--- config.mk ---
export PLATFORM = sky130hd
export DESIGN_NAME = mfk_cmp
export DESIGN_NICKNAME = d
export VERILOG_FILES = /design/src/hw/rtl/mfk_pkg.sv /design/src/hw/rtl/mfk_cmp.sv
export SDC_FILE = /design/constraint.sdc
export NUM_CORES = 1
export LEC_CHECK = 0
export BUFFER_PORTS_ARGS = -buffer_cell sky130_fd_sc_hd__buf_2
export CAP_MARGIN = 20
export CORE_MARGIN = 3
export CORE_UTILIZATION = 40
export DETAILED_ROUTE_END_ITERATION = 6
export GPL_TIMING_DRIVEN = 0
export PLACE_DENSITY = 0.94
export SLEW_MARGIN = 20
export SYNTH_ARGS = -nofsm -noshare
export SYNTH_HDL_FRONTEND = slang
export SYNTH_SLANG_ARGS = --single-unit
export TNS_END_PERCENT = 20
--- constraint.sdc ---
create_clock -name vclk -period 2.8
set_input_delay 0.56 -clock vclk [all_inputs]
set_output_delay 0.56 -clock vclk [all_outputs]
set_load 0.005 [all_outputs]
--- src/hw/rtl/mfk_pkg.sv ---
// Package: constants and types shared by the most-frequent k-mer block.
package mfk_pkg;
  localparam int MAX_LENGTH_DEF = 1024;
  localparam int MAX_WINDOW_DEF = 8;
  localparam logic [3:0] K_RESET = 4'd4;

  localparam logic [1:0] ST_VALID    = 2'd0;
  localparam logic [1:0] ST_NONE     = 2'd1;
  localparam logic [1:0] ST_SHORT    = 2'd2;
  localparam logic [1:0] ST_OVERFLOW = 2'd3;

  typedef enum logic [1:0] {
    PH_LOADING  = 2'd0,
    PH_RESULTS  = 2'd1,
    PH_SHORT    = 2'd2,
    PH_OVERFLOW = 2'd3
  } phase_t;
endpackage

--- src/hw/rtl/mfk_cmp.sv ---
// Shared 64-bit window comparator used by the sort and scan sequencer.
module mfk_cmp import mfk_pkg::*; (
  input  logic [63:0] a,
  input  logic [63:0] b,
  output logic        gt,
  output logic        eq
);
  assign gt = a > b;
  assign eq = a == b;
endmodule

## After elaboration in Yosys (flattened, before gate mapping)

Index checks and enable logic that the tools add are counted.

| word-level totals | value |
|---|---|
| register bits after elaboration | 0 |
| latch bits | 0 |
| bits in writable memories | 0 |
| bits in read-only memories | 0 |
| output and inout port bits | 2 |
| word-level logic and storage cells | 2 |
| memories | 0 |

| operators by class | value |
|---|---|
| add/subtract/negate cells | 0 |
| $mul | 0 |
| div/mod/pow operators | 0 |
| magnitude comparators | 1 |
| eq/ne operators | 1 |
| shifts and indexed selects | 0 |
| muxes and demuxes | 0 |
| bitwise gates (word level) | 0 |
| reductions and logical operators | 0 |

Operator list:

| operator | number |
|---|---|
| 64-bit == test | 1 |
| 64-bit greater-than comparator | 1 |

## Longest topological paths before layout

Gate-level depths: netlist of the first run.

| logic depth | value |
|---|---|
| depth in word-level cells | 1 |
| gate-level depth with buffers | 8 |
| depth with buffers taken out | 8 |

## Least setup slack after synthesis of the first run

No wires, ideal clock.

| timing path | value |
|---|---|
| path type | in2out |
| start point | input port b[57] |
| end point | output port gt |
| arrival time | 1.840 ns |
| data required time | 2.240 ns |
| slack | 0.400 ns |
| stages on the path | 8 |
| path buffers | 0 |
| path through | inv_1 > ha_1 > a21o_1 > a221o_1 > a221oi_2 > o21ai_1 > a21oi_2 > a21oi_1 |

| on the way | value |
|---|---|
| cells in the longest elaborated chain, start to end | 1 |

Ends and longest elaborated chain:

| element | RTL line | text |
|---|---|---|
| from (decl) | mfk_cmp.sv:4 | `input logic [63:0] b,` |
| 64-bit greater-than comparator | mfk_cmp.sv:8 | `assign gt = a > b;` |
| to (decl) | mfk_cmp.sv:5 | `output logic gt,` |

Every way passes these cells.

## Final worst setup path of the first run

| timing path | value |
|---|---|
| start point | input port a[19] |
| end point | output port gt |

| on the way | value |
|---|---|
| cells in the longest elaborated chain, start to end | 1 |

Ends and longest elaborated chain:

| element | RTL line | text |
|---|---|---|
| from (decl) | mfk_cmp.sv:3 | `input logic [63:0] a,` |
| 64-bit greater-than comparator | mfk_cmp.sv:8 |  |

Every way passes these cells.

==> summary.md, run 1 <==
| Metric | Value |
|---|---|
| Largest family of logic cells by synthesized area | adder cells |
| Routed WL | 4.41 mm |
| Die Ht | roughly 70 um |
| Endpoints failing hold | 0 |
| Post-synth top area cell | ha_1 |
| Switching pwr | 142 uW |
| # rows | 22 |
| Top-Level Pins | 130 |
| Die ar. | 4890 sq um |
| N_diodes | 0 |
| Routed via count | 2010 |
| Internal power | 162 uW |
| Hold path depth | 6 |
| M2 GR Usage | 34.6% |
| Yosys cell types | 31 |
| Post-synth top area share | 49.0% |
| Post-synth net total | about 420 |
| Routability cong. | 0.807 |
| Total global routing overflow | 0 |
| Max-slew violation total from the final report | 0 |
| NumNets Final | 552 |
| Crit path DAT | 2.21 ns |
| Mux cell area share after synthesis | 0% |
| WS Path Type | primary input to output port |
| Crit path max fanout | 3 |
| Post-Route Utilization | 63.6% |
| DRT antenna net count | 0 |
| Global-route wire length before repair | 7.48 mm |
| Power per cell area | 126 nW/um^2 |
| Req. time, crit path | 2.24 ns |
| Gate Count Post-Synth | ~230 |
| Met1 Track Usage GR | 19.3% |
| Final cell count without fillers | 406 |
| Clock power share | 0% |
| Mapped Avg Cell Area | a little over 7 sq um |
| Sequential area share after synthesis | 0% |
| Slew @ Worst Pin | 0.251 ns |
| Final period util | 99.0% |
| Sequential cell count | 0 |
| Post-DR wirelength/cell | 10.9 um |
| Initial antenna violation count | 0 |
| Worst slew margin | between 80% and 90% |
| Core area | between 3000 and 4000 sq um |
| Seq. cell area | 0 sq um |
| DP HPWL | 4.07 mm |
| Initial DRC count | 23 |
| Final min period | roughly 2.8 ns |
| XOR/XNOR share of the synthesized area | 0% |
| Layout cell share with drive strength beyond 1 | 40.2% |
| Max VDD drop | 0.0000667 V |
| Simple-gate share of the synthesized area | 16.9% |
| Worst Slack Setup Final | roughly 0.028 ns |
| Max Fclk | approximately 360 MHz |
| Gate power share | 100.0% |
| Setup violations, final | 0 |
| Hold Crit Class | primary input to output port |
| Run status | finished clean |
| Largest net degree at the start of global routing | 4 |
| Remaining DRCs | 0 |
| Port Buf Inserts | 130 |
| PnR Total Power | ~300 uW |
| Inst Count DP | 405 |
| First-pass DRT Iterations | 2 |
| Die span in x | approximately 70 um |
| Sequential Power Share | 0% |
| Compound-Gate Fraction of Synth Area | 19.0% |
| Pre-CTS WS | a little under 0.04 ns |
| Initial Util | 43.1% |
| Adder-cell share of the synthesized area | 49.0% |
| Area grow syn2layout | 47.7% |
| Met3 Track Usage GR | 2.16% |
| Drt via density | between 4 and 5 |
| CP Capture Type | output port |
| Synth Warn # | 0 |
| Grt peak-use layer | met2 |
| Switching share of total power | 46.7% |
| Total Negative Setup Slacks | 0 ns |
| Synth Cell Area | 1640 sq um |
| Area contributors post-synth | ha_1 49%, inv_1 15%, a21oi_1 6.7% |
| Fillers | 319 |
| Vias in the first global route | 1989 |
| CLK BUF | 0 |
| Max Cap Violations | 0 |
| All-Layer GR Usage | ~17% |
| CP startpoint kind | primary input |
| Leakage power | 0.00160 uW |
layout make-up:
class,count,area (sq um),area share [%]
repair buffers,131,658,27.3
multi-input cells,161,1450,60.0
inverters,66,248,10.3
well taps,48,60.1,2.49
critical path: stages:
cell	delay [ns]
buf_2	0.10
ha_1	0.32
a21oi_1	0.15
o21ai_0	0.14
a221oi_1	0.33
o21ai_1	0.11
o31ai_1	0.26
a21oi_1	0.09
buf_2	0.14
final timing paths:
path,from,end,slack [ns]
hold / removal,a[7],gt,1.79
setup / recovery,a[19],gt,0.03
cell families after synthesis:
logic type / Yosys count
buffers and inverters: 66
adder cells (fa/ha/maj): 64
AO/OA/AOI/OAI: 49
AND/OR/NAND/NOR: 48
Yosys cell counts (all sizes together):
cell type	count
o21ai	8
a21o	5
nor4	1
nor4b	1
nand4	11
and2	1
o31ai	1
nand2	14
inv	66
nor3	3
nand3	5
a221oi	5
nor3b	1
ha	64
a21boi	1
and3	1
nor2	5
o211ai	2
a211oi	1
o31a	1
a21oi	23
nor2b	1
a221o	1
and4	4
a22oi	1
cell usage in the layout, fill, tap and decap left out, drive strengths merged, types with 2 or more instances in the layout:
cell,n
nor2,5
buf,131
nand2,14
a21oi,23
o21ai,8
a221oi,5
nand4,11
o211ai,2
nor3,3
nand3,5
inv,66
a21o,5
ha,64
and4,4
power groups by stage:
stage                     clock network [uW]  logic (uW)  registers, uW
after floorplan                            0         162              0
after global placement                     0         280              0
after detailed placement                   0         292              0
after CTS                                  0         294              0
after global routing                       0         355              0
final                                      0         303              0
layer usage:
layer | part of all wire (%) | up-vias | routed length [um]
met5 | 0 | - | 0
met4 | 0.95 | 0 | 42
met3 | 8.9 | 4 | 391
met2 | 51 | 88 | 2240
met1 | 39 | 861 | 1740
li1 | - | 1057 | -
what timing repair did:
| item | CTS | global route |
|---|---|---|
| resized for setup | 0 | 10 |
| hold buffers | 0 | 0 |
| setup buffers | 0 | 1 |
| setup endpoints to repair | 0 | 2 |
per-stage QoR:
step                      instance area [sq um]  hold WS, ns
after floorplan                            1640         1.54
final                                      2410         1.79
after detailed placement                   2350         1.79
after CTS                                  2350         1.79
after global routing                       2410         1.84
after global placement                     2350         1.79
No activity file was read; power rests on OpenSTA's default activity.
==> inputs of run 2 (changes only) <==
- CORE_UTILIZATION: 40 -> 38
- PLACE_DENSITY: 0.94 -> 0.93
- clock period: 2.8 -> 2.5 ns (I/O delays scaled with it)
==> run 2 against run 1 <==
  * The flow now finishes with violations (negative setup slack)
  * Via count barely moved
  * Sequential cell count did not move
  * Largest power group unchanged
  * Worst hold slack got worse by 0.15 ns
  * Final area increased by 6.7%
  * First-iteration DRC count decreased by 52%
  * Count of clock-buffer cells in the layout unchanged
  * Highest routed layer unchanged
  * Setup slack got worse by 0.077 ns
  * Utilization decreased by 0.53 points
  * Routed wire length grew 8.1%
  * Global-route usage hardly changed
==> summary.md, run 2 (synthesis results as in run 1) <==
| Metric | Value |
|---|---|
| Worst slew margin | 81.6% |
| N_diodes | 0 |
| Hold Slack | 1.64 ns |
| Routed via count | 2008 |
| Endpoints failing hold | 0 |
| Total global routing overflow | 0 |
| Global-route wire length before repair | roughly 7.5 mm |
| Met1 Track Usage GR | around a fifth |
| RSZ-0062 raised after global routing | yes |
| Die Ht | 71.6 um |
| Req. time, crit path | 2.00 ns |
| Final period util | 102% |
| Core area | 4090 sq um |
| CP startpoint kind | primary input |
| Leakage power | 0.00161 uW |
| Hold Crit Class | primary input to output port |
| Hold path depth | 7 |
| Vias in the first global route | 1970 |
| Power per cell area | 147 nW/um^2 |
| Commonest non-fill, non-tap cell in the layout | buf_2 |
| Max VDD drop | about 0.000083 V |
| All-Layer GR Usage | 17.0% |
| Crit path DAT | 2.05 ns |
| CLK BUF | 0 |
| NumNets Final | approximately 550 |
| Worst Slack Setup Final | -0.0484 ns |
| First-pass DRT Iterations | 4 |
| Remaining DRCs | 0 |
| # hold bufs at CTS | 0 |
| Hold EP | gt |
| Run status | finished with violations |
| Die span in x | approximately 72 um |
| Sequential cell count | 0 |
| Initial DRC count | 11 |
| Placed cell area | 2350 sq um |
| Total Negative Setup Slacks | -0.0484 ns |
| Final cell count without fillers | just over 400 |
| Post-DR wirelength/cell | 11.7 um |
| Layout cell share with drive strength beyond 1 | around 45% |
| Routability cong. | between 0.7 and 0.8 |
| Routed WL | roughly 4.8 mm |
| Commonest cells after routing, fill and taps aside | 127 x buf_2, 60 x inv_1, 53 x ha_1, 22 x a21oi_1, 14 x nand2_1 |
| Area taken by multi-input logic gates | roughly 1600 sq um |
| Max Fclk | around 390 MHz |
| Design area | 2580 sq um |
| Crit path max fanout | 3 |
| Final min period | 2.55 ns |
| Slew @ Worst Pin | between 0.2 and 0.3 ns |
| Max-slew violation total from the final report | 0 |
| Seq. cell area | 0 sq um |
| CP Capture Type | output port |
| Grt peak-use layer | met2 |
| # rows | 23 |
| Met3 Track Usage GR | 0.701% |
| Port Buf Inserts | between 100 and 150 |
| Max Cap Violations | 0 |
| M2 GR Usage | 35.2% |
| Top-Level Pins | between 100 and 150 |
| Fillers | between 300 and 400 |
| Min-delay src | a[63] |
| Initial Util | 40.0% |
| Largest net degree at the start of global routing | 4 |
| Area grow syn2layout | 57.5% |
| Initial antenna violation count | 0 |
| Drt via density | between 4 and 5 |
| Setup violations, final | 1 |
| Violated checks | negative setup slack |
| DRT antenna net count | 0 |
| WS Path Type | primary input to output port |
| DP HPWL | 4.21 mm |
| Inst Count DP | 407 |
| Die ar. | ~5000 sq um |
==> run 2: cell counts in the layout (fill, tap and decap cells not counted) <==
Identical to the previous run, type by type.
==> run 2: layout make-up <==
class | count | share of cell area, %
inverter | 66 | 9.71
multi-input combinational | 161 | 61.6
tap | 50 | 2.43
timing repair buffer | 131 | 26.3
==> run 2: timing repair <==
action | CTS | global route
endpoints found under the setup margin | 2 | 2
pin swaps | 9 | 10
gates resized for setup | 15 | 17
buffers inserted | 1 | 0
hold endpoints to repair | 0 | 0
==> run 2: layer usage <==
layer	part of all wire, %	vias up	wire (um)
met5	0	-	0
met4	1.3	0	60
met3	7.7	6	368
met2	53	85	2520
met1	38	858	1820
li1	-	1059	-
==> run 2: through the flow <==
step / util [%] / power, uW / setup slack [ns]
3_3_place_gp: 57.5 / 314 / -0.127
5_1_grt: 63.0 / 435 / -0.134
4_1_cts: 59.6 / 349 / -0.0251
2_1_floorplan: - / 181 / 0.220
3_5_place_dp: 57.5 / 329 / -0.135
6_report: 63.0 / 378 / -0.0484
==> run 2: worst max-delay path by stage <==
stage                from  depth (start not counted)  end
floorplan           b[57]                          8   gt
global placement    a[57]                          9   gt
detailed placement  b[46]                          9   gt
CTS                 b[59]                         10   gt
global route        b[21]                         10   gt
finish              b[21]                         10   gt
==> run 2: critical path, stage by stage <==
cell,delay [ns]
buf_2,0.07
inv_1,0.06
ha_4,0.27
nand4_1,0.18
nor3_4,0.23
nor4b_4,0.23
o31a_1,0.17
o31ai_1,0.07
a21oi_1,0.13
buf_2,0.13
==> run 2: power breakdown <==
group	leakage [uW]	internal, uW	switching, uW
sequential	0	0	0
combinational	0.00161	201	176
clock	0	0	0
total	0.00161	201	176
